## src/sv/ssfm_pkg.sv

```systemverilog
package ssfm_pkg;

  localparam int PATTERN_MAX = 16;
  localparam int TEXT_MAX    = 1048576;

  localparam int CHAR_W  = 16;
  localparam int POS_W   = 31;
  localparam int LEN_W   = $clog2(PATTERN_MAX + 1);
  localparam int COUNT_W = $clog2(TEXT_MAX + 1);
  localparam int START_W = $clog2(TEXT_MAX);

  typedef enum logic [1:0] {
    MODE_PATTERN = 2'd0,
    MODE_TEXT    = 2'd1,
    MODE_FINISH  = 2'd2
  } mode_t;

  typedef struct packed {
    logic shift_text;
    logic shift_pat;
    logic clear;
  } cell_ctrl_t;

endpackage

```

## src/sv/ssfm_cell.sv

```systemverilog
module ssfm_cell (
  input  logic                       clk,
  input  logic                       rst,
  input  ssfm_pkg::cell_ctrl_t       ctrl,
  input  logic [ssfm_pkg::CHAR_W-1:0] text_in,
  input  logic [ssfm_pkg::CHAR_W-1:0] pat_in,
  input  logic                       used_in,
  output logic [ssfm_pkg::CHAR_W-1:0] text_q,
  output logic [ssfm_pkg::CHAR_W-1:0] pat_q,
  output logic                       used_q,
  output logic                       hit
);
  import ssfm_pkg::*;

  always_ff @(posedge clk) begin
    if (rst || ctrl.clear) begin
      text_q <= '0;
      used_q <= 1'b0;
    end else begin
      if (ctrl.shift_text) begin
        text_q <= text_in;
      end
      if (ctrl.shift_pat) begin
        used_q <= used_in;
      end
    end
  end

  always_ff @(posedge clk) begin
    if (ctrl.shift_pat) begin
      pat_q <= pat_in;
    end
  end

  // A cell beyond the loaded pattern never blocks a match.
  assign hit = !used_q || (text_q == pat_q);

endmodule

```

## src/sv/substring_first_match_search.sv

```systemverilog
// A finish word's result is registered, shown in the cycle after acceptance.
// Throughput: one word per cycle when no result is stalled; the window compare
// of a text word is done in the cycle after it, alongside the next word, by a
// chain of 16 cells. Reset and a finish word clear the text window, counters
// and search flags; the pattern cells hold undefined data until loaded.
module substring_first_match_search (
  input  logic                        clk,
  input  logic                        rst,
  input  logic                        in_valid,
  output logic                        in_stall,
  input  logic [1:0]                  mode,
  input  logic [ssfm_pkg::CHAR_W-1:0] character,
  input  logic [ssfm_pkg::POS_W-1:0]  base_index,
  output logic                        out_valid,
  input  logic                        out_stall,
  output logic                        found,
  output logic [ssfm_pkg::POS_W-1:0]  position,
  output logic                        overflow
);
  import ssfm_pkg::*;

  logic [LEN_W-1:0]   pattern_length;
  logic [COUNT_W-1:0] text_count;
  logic               match_seen;
  logic [START_W-1:0] match_start;
  logic               capacity_exceeded;
  logic               pending;

  logic [CHAR_W-1:0]      text_q [PATTERN_MAX];
  logic [CHAR_W-1:0]      pat_q  [PATTERN_MAX];
  logic [PATTERN_MAX-1:0] used_q;
  logic [PATTERN_MAX-1:0] hit;

  logic in_fire, is_pat, is_text, is_fin, pat_room, text_room;
  cell_ctrl_t ctrl;

  logic               window_ok;
  logic [START_W-1:0] start_now;
  logic               seen_eff;
  logic [START_W-1:0] start_eff;
  logic [POS_W:0]     sum;
  logic [POS_W-1:0]   sat_pos;
  logic               found_next;
  logic [POS_W-1:0]   position_next;

  assign in_stall = out_valid && out_stall;
  assign in_fire  = in_valid && !in_stall;
  assign is_pat   = in_fire && (mode == MODE_PATTERN);
  assign is_text  = in_fire && (mode == MODE_TEXT);
  assign is_fin   = in_fire && (mode == MODE_FINISH);

  assign pat_room  = pattern_length < LEN_W'(PATTERN_MAX);
  assign text_room = text_count < COUNT_W'(TEXT_MAX);

  assign ctrl.shift_pat  = is_pat && pat_room;
  assign ctrl.shift_text = is_text && text_room;
  assign ctrl.clear      = is_fin;

  for (genvar k = 0; k < PATTERN_MAX; k++) begin : g_cell
    if (k == 0) begin : g_head
      ssfm_cell u_cell (
        .clk     (clk),
        .rst     (rst),
        .ctrl    (ctrl),
        .text_in (character),
        .pat_in  (character),
        .used_in (1'b1),
        .text_q  (text_q[k]),
        .pat_q   (pat_q[k]),
        .used_q  (used_q[k]),
        .hit     (hit[k])
      );
    end else begin : g_body
      ssfm_cell u_cell (
        .clk     (clk),
        .rst     (rst),
        .ctrl    (ctrl),
        .text_in (text_q[k-1]),
        .pat_in  (pat_q[k-1]),
        .used_in (used_q[k-1]),
        .text_q  (text_q[k]),
        .pat_q   (pat_q[k]),
        .used_q  (used_q[k]),
        .hit     (hit[k])
      );
    end
  end

  assign window_ok = pending && !match_seen && (pattern_length != '0) &&
                     (text_count >= COUNT_W'(pattern_length)) && (&hit);
  assign start_now = START_W'(text_count - COUNT_W'(pattern_length));
  assign seen_eff  = match_seen || window_ok;
  assign start_eff = window_ok ? start_now : match_start;

  assign sum     = {1'b0, base_index} + (POS_W+1)'(start_eff);
  assign sat_pos = sum[POS_W] ? {POS_W{1'b1}} : sum[POS_W-1:0];

  always_comb begin
    found_next    = 1'b0;
    position_next = '0;
    if (!capacity_exceeded) begin
      if (pattern_length == '0) begin
        found_next    = 1'b1;
        position_next = base_index;
      end else if (seen_eff) begin
        found_next    = 1'b1;
        position_next = sat_pos;
      end
    end
  end

  always_ff @(posedge clk) begin
    if (rst) begin
      pattern_length    <= '0;
      text_count        <= '0;
      match_seen        <= 1'b0;
      match_start       <= '0;
      capacity_exceeded <= 1'b0;
      pending           <= 1'b0;
    end else if (is_fin) begin
      pattern_length    <= '0;
      text_count        <= '0;
      match_seen        <= 1'b0;
      match_start       <= '0;
      capacity_exceeded <= 1'b0;
      pending           <= 1'b0;
    end else begin
      pending <= ctrl.shift_text;
      if (window_ok) begin
        match_seen  <= 1'b1;
        match_start <= start_now;
      end
      if (ctrl.shift_pat) begin
        pattern_length <= pattern_length + LEN_W'(1);
      end
      if (ctrl.shift_text) begin
        text_count <= text_count + COUNT_W'(1);
      end
      if ((is_pat && !pat_room) || (is_text && !text_room)) begin
        capacity_exceeded <= 1'b1;
      end
    end
  end

  always_ff @(posedge clk) begin
    if (rst) begin
      out_valid <= 1'b0;
    end else if (is_fin) begin
      out_valid <= 1'b1;
    end else if (!out_stall) begin
      out_valid <= 1'b0;
    end
  end

  always_ff @(posedge clk) begin
    if (is_fin) begin
      found    <= found_next;
      position <= position_next;
      overflow <= capacity_exceeded;
    end
  end

endmodule

```

## config.mk

```make
export PLATFORM = sky130hd
export DESIGN_NAME = substring_first_match_search
export DESIGN_NICKNAME = d
export VERILOG_FILES = /design/src/sv/ssfm_pkg.sv /design/src/sv/ssfm_cell.sv /design/src/sv/substring_first_match_search.sv
export SDC_FILE = /design/constraint.sdc
export NUM_CORES = 1
export LEC_CHECK = 0
export ABC_CLOCK_PERIOD_IN_PS = 12070
export BUFFER_PORTS_ARGS = -buffer_cell sky130_fd_sc_hd__buf_2
export CAP_MARGIN = 20
export CORE_MARGIN = 2
export CORE_UTILIZATION = 62
export CTS_CLUSTER_SIZE = 40
export DETAILED_ROUTE_END_ITERATION = 10
export GPL_TIMING_DRIVEN = 0
export PLACE_DENSITY = 0.9
export SLEW_MARGIN = 5
export SYNTH_ARGS = -nofsm -noshare
export SYNTH_HDL_FRONTEND = slang
export SYNTH_SLANG_ARGS = --single-unit
```

## constraint.sdc

```tcl
create_clock -name clk -period 12.07 [get_ports clk]
set_clock_uncertainty 0.15 [all_clocks]
set_input_delay 2.414 -clock clk [delete_from_list [all_inputs] [get_ports clk]]
set_output_delay 2.414 -clock clk [all_outputs]
set_load 0.02 [all_outputs]
```

# Yosys cells after proc, flatten, opt, wreduce, memory -nomap -nowiden
# Index checks and enable logic that the tools add are counted.
[totals] mem_bits_ro=0 latch_bits=0 memories=0 regBits=611 ram_bits=0 out_inout_bits=35
[classes] eq_ne=19 add_sub_neg=4 muxes=8 n_lt_le_gt_ge=3 n_mul=0 shifts=0 div=0 reduce_logical=57 bitwise_logic=0
[ops] cell="== test 16 bit" count=16
[ops] cell="two-way mux 31 bit" count=3
[ops] cell="adder 31 x 20 -> 32 bit" count=1
[ops] cell="adder 21 x 1 -> 21 bit (second input constant)" count=1
[ops] cell="greater-or-equal comparator 21 x 5 -> 1 bit" count=1
[ops] cell="less-than comparator 21 bit (second input constant)" count=1
[ops] cell="zero test 1 bit" count=20
[ops] cell="two-way mux 20 bit" count=1
[ops] cell="subtractor 20 x 5 -> 20 bit" count=1
[ops] cell="logical OR 1 bit" count=19
[ops] cell="AND reduction 16 bit" count=1
[ops] cell="logical AND 1 bit" count=13
[ops] cell="adder 5 x 1 -> 5 bit (second input constant)" count=1
[ops] cell="zero test 5 bit" count=1
[ops] cell="less-than comparator 5 bit (second input constant)" count=1
[ops] cell="nonzero test 5 bit" count=1
[ops] cell="two-way mux 1 bit" count=4
[ops] cell="== test 2 x 1 -> 1 bit (second input constant)" count=1
[ops] cell="== test 2 bit (second input constant)" count=1
[ops] cell="zero test 2 bit" count=1
[ops] cell="inequality test 2 x 1 -> 1 bit (second input constant)" count=1
[ops] cell="OR reduction 2 bit" count=1

# Logic depth before layout (Yosys ltp)
[depth] ltp_word=10 mapped_depth=21 mapped_depth_nobuf=20

# Hierarchy
# A second synthesis with hierarchy kept.
[hier_totals] cells_unflattened=2114 hier_area_um2=25854.8
[modules_own_cells] module="ssfm_cell" seq_area_each_um2=820.8 n_inst=16 area_per_inst_um2=1273.7 cells_per_inst=93
[modules_own_cells] module="substring_first_match_search" seq_area_each_um2=1991.9 n_inst=1 area_per_inst_um2=5475.3 cells_per_inst=626

# Worst setup path before layout
# Ideal clock, no wire load.
[synth_path] path_type="input to register" startpoint="input port out_stall" endpoint="register g_cell[10].g_body.u_cell.used_q" setup_ns=0.142 slack_ns=0.943 arrival_ns=10.835 stages=6 path_cell_list="nand2_1 > nand3b_1 > nor3_1 > clkbuf_1 > mux2i_1 > nor2_1"
[synth_rtl] element="from (decl)" line="substring_first_match_search.sv:15" rtl="input logic out_stall,"
[synth_rtl] element="to (signal assigned)" line="ssfm_cell.sv:24" rtl="used_q <= used_in;"
[synth_rtl] element="to (decl)" line="ssfm_cell.sv:10" rtl="output logic used_q,"

# Worst setup path after layout
[layout_path] startpoint="register g_cell[13].g_body.u_cell.pat_q[8] (netlist name)" endpoint="register position[17] (netlist name) (data pin)"
[layout_via] elab_chain_cells=9
[layout_rtl] element="from (decl)" line="ssfm_cell.sv:9" rtl="output logic [ssfm_pkg::CHAR_W-1:0] pat_q,"
[layout_rtl] element="from (signal assigned)" line="ssfm_cell.sv:31" rtl="pat_q <= pat_in;"
[layout_rtl] element="== test 16 bit" line="ssfm_cell.sv:36" rtl="assign hit = !used_q || (text_q == pat_q);"
[layout_rtl] element="logical OR 1 bit" line="ssfm_cell.sv:36"
[layout_rtl] element="AND reduction 16 bit" line="substring_first_match_search.sv:90" rtl="(text_count >= COUNT_W'(pattern_length)) && (&hit);"
[layout_rtl] element="logical AND 1 bit" line="substring_first_match_search.sv:90"
[layout_rtl] element="two-way mux 20 bit"
[layout_rtl] element="net start_eff[1]" line="substring_first_match_search.sv:40" rtl="logic [START_W-1:0] start_eff;"
[layout_rtl] element="adder 31 x 20 -> 32 bit" line="substring_first_match_search.sv:95" rtl="assign sum = {1'b0, base_index} + (POS_W+1)'(start_eff);"
[layout_rtl] element="two-way mux 31 bit" line="substring_first_match_search.sv:96" rtl="assign sat_pos = sum[POS_W] ? {POS_W{1'b1}} : sum[POS_W-1:0];"
[layout_rtl] element="two-way mux 31 bit" line="substring_first_match_search.sv:105" rtl="end else if (seen_eff) begin"
[layout_rtl] element="two-way mux 31 bit" line="substring_first_match_search.sv:102" rtl="if (pattern_length == '0) begin"
[layout_rtl] element="to (signal assigned)" line="substring_first_match_search.sv:158" rtl="position <= position_next;"
[layout_rtl] element="to (decl)" line="substring_first_match_search.sv:17" rtl="output logic [ssfm_pkg::POS_W-1:0] position,"
# The timed path passes the listed nets, and every way through them passes these cells.
# A chain may end at the register's enable or synchronous reset.

==> flow_summary.ini <==
[synthesis]
synth_fa_ha_area_share_pct = 1.56
synth_area_sq_um = 25000
synth-xor-area-share_pct = 10.8
netlist_instances = 2315
synth_compound_area_share_pct = 8.84
synth_warnings = 0
async_reset_ff_share_pct = 0
synth_cell_types = 70
synthSimpleGateAreaFrac_pct = 14.3
syn_area_per_cell_sq_um = 10.8
muxShareOfSynthArea_pct = 1.87
yosys.area.top_type = edfxtp_1
synth.yosys.seq_area_share_pct = 60.6
ys_seq_elements = 611
synth_area_leaders = edfxtp_1 (35%), dfxtp_1 (26%), xnor2_1 (9.9%)
synth_top_area_share_pct = 34.8
synth_top_family_by_area = simple AND/OR/NAND/NOR gates
synth_ff_type = dfxtp_1
syn_nets = 2398
synth-edff-count = 289

[route]
wl_met1_mm = 21.9
dr.pass1.iters = 9
wl_per_cell_um = 20.7
viasPerCell = 5.99
wl_mm = 62.9
drtIter0Drc = 1752
via_count = 18200
top_layer = met4
wl_met2_mm = 31.9
drc_errors = 0
wl_met3_mm = 5.18
postRouteAntennaNets = 0

[worst_setup_path]
timing.rr.end = position[17]
slowest_delay_ns = 0.76
crit_slowest_cell = o41ai_1
crit_start = g_cell[13].g_body.u_cell.pat_q[8]
crit_path_end_kind = register
required_ns = 12.29
rr_worst_depth = 19
r2r_setup_slack_ns = 5.56
critPathLaunchType = register
setup.worst_path.class = register to register
crit_fanout = 10
crit_family = compound AO/OA/AOI/OAI gates
crit_buf_inv = 3
crit_chain = xnor2_1 -> nand4_1 -> o41ai_1 -> nand4_1 -> nor3_2 -> o311ai_4 -> buf_6 -> mux2i_1 -> inv_1 -> ha_1 -> a211oi_1 -> o211ai_1 -> a32oi_1 -> o211ai_1 -> a31oi_2 -> nand2b_1 -> buf_4 -> nand2_1 -> a22o_1
reg2reg_from = g_cell[13].g_body.u_cell.pat_q[8]
arrival_ns = 6.73

[timing]
max_slew_margin_pct = 25.7
final_max_slew_viol_count = 0
rsz0062_at_grt = no
setup_viol = 0
whs_ns = 0.298
period_minus_slack_ns = 6.51
max_freq_ghz = 0.154
worstMarginPinSlew_ns = 1.10
layout_setup_ws_ns = 5.56
tns_ns = 0
hold_violations = 0
fin_crit_sh_pct = 53.9

[floorplanning]
pin_count = 88
rows = 73
dieArea_sq_um = 41900
core_sq_um = 39700
die_w_um = 205
initial_core_util_pct = 62.9
die_h_um = 205

[placed_design]
gp_congestion = 0.955
portBuffers = 87
dpl_worst_slack_ns = 5.78
hpwl_mm = 44.7

[clocking]
cts_hold_buf = 0
cts.sinks = 611
tritoncts = built
root_buffer = clkbuf_16
clkTransAtPathRegs_ns = 0.06
htreeDepth = 2
clk_path_buf_depth = 3
clock_latency_ns = 0.64
cts_inserted_buffers = 57
cts_setup_buffers = 0
cts_resized = 0

[power_and_ir_drop]
leakage_nw = 9.13
power_density_nw_per_um2 = 150
peakVddDrop_mv = 0.131

[grt]
grt_overflow_total = 0
grt_pass1_vias = 18300
grt.total_usage_pct = 30.2
antenna_found_initial = 0
grt_pass1_wl_mm = 97.2
grt_max_degree = 63

[worst_hold_path]
hold_class = register to register
min-delay-start = g_cell[8].g_body.u_cell.pat_q[1]
min_to = g_cell[9].g_body.u_cell.pat_q[1]
worstHoldPathCells = 0

[finish]
mostFrequentLayoutCells = nand2_1 (548), dfxtp_1 (322), edfxtp_1 (289), xnor2_1 (281), a21oi_1 (279)
fin_util_pct = 70.8
insertedDiodeCount = 0
syn_to_final_growth_pct = 12.6
final_common_cell = nand2_1
final_nets = 2551
drive_above_1_share_pct = 9.10

[run_status]
outcome = complete, no violations

[flow_run]
drv_cap = 0
-- cell families after synthesis --
| kind of cell | after synthesis |
|---|---|
| xor gates and xnor gates | 307 |
| DFF | 611 |
| and+or+nand+nor | 820 |
| muxes | 38 |
| buffers and inverters | 130 |
| adders and majority gates | 30 |
| AOI/OAI and AO/OA | 379 |
-- cell type report --
cell class | count | area, sq um
fill | 2574 | 11600
sequential | 611 | 15100
buffer | 110 | 454
timing repair buffer | 94 | 598
multi-input combinational | 1574 | 9320
inverter | 20 | 75.1
tap | 525 | 657
clock buffer | 81 | 1600
clock inverter | 27 | 290
-- per-stage QoR --
step | area (sq um) | total power [W] | std cells
floorplan | 25000 | 0.00238 | 2315
global placement | 26100 | 0.00244 | 2927
detailed placement | 26200 | 0.00244 | 2933
CTS | 28100 | 0.00421 | 3041
global route | 28100 | 0.00431 | 3042
finish | 28100 | 0.00421 | 3042
-- where the power goes --
group	switching (W)	internal (W)
combinational	0.000128	0.0000563
clock	0.000775	0.00103
sequential	0.0000198	0.00220
-- worst max-delay path by stage --
| stage | endpoint | slack, ns | cells after the start |
|---|---|---|---|
| detailed placement | position[17] | 5.78 | 19 |
| floorplan | g_cell[10].g_body.u_cell.used_q | 0.94 | 6 |
| global route | position[20] | 5.33 | 19 |
| global placement | g_cell[15].g_body.u_cell.used_q | -2.41 | 7 |
| CTS | position[17] | 5.74 | 19 |
| finish | position[17] | 5.56 | 19 |
-- synth_stat cells, types with 5 or more instances --
library cell,count
a211oi_1,9
a21o_1,9
a21oi_1,279
a22o_1,5
a311oi_1,10
a31oi_1,7
and2b_1,17
and3_1,10
clkbuf_1,98
dfxtp_1,322
edfxtp_1,289
ha_1,28
inv_1,20
mux2_4,17
mux2i_1,20
nand2_1,548
nand2b_1,6
nand3_1,18
nand4_1,75
nor2_1,94
nor2b_1,7
nor3_1,16
o21ai_0,15
o41ai_1,16
xnor2_1,281
xor2_1,26
-- registers in the layout, indices dropped and copies added (netlist names) --
register and count:
match_start 20, pattern_length 5, g_cell.g_body.u_cell.pat_q 240, position 31
g_cell.g_head.u_cell.text_q 16, g_cell.g_body.u_cell.text_q 240, g_cell.g_head.u_cell.used_q 1, overflow 1
g_cell.g_head.u_cell.pat_q 16, out_valid 1, capacity_exceeded 1, match_seen 1
pending 1, g_cell.g_body.u_cell.used_q 15, text_count 21, found 1
-- layer usage --
metal  vias to the layer above  track usage, %
met5                         -               0
met4                         0            17.6
met3                       291            5.95
met2                       961            54.2
met1                      8644            33.2
li1                       8318               -
No activity file was read; power rests on OpenSTA's default activity.
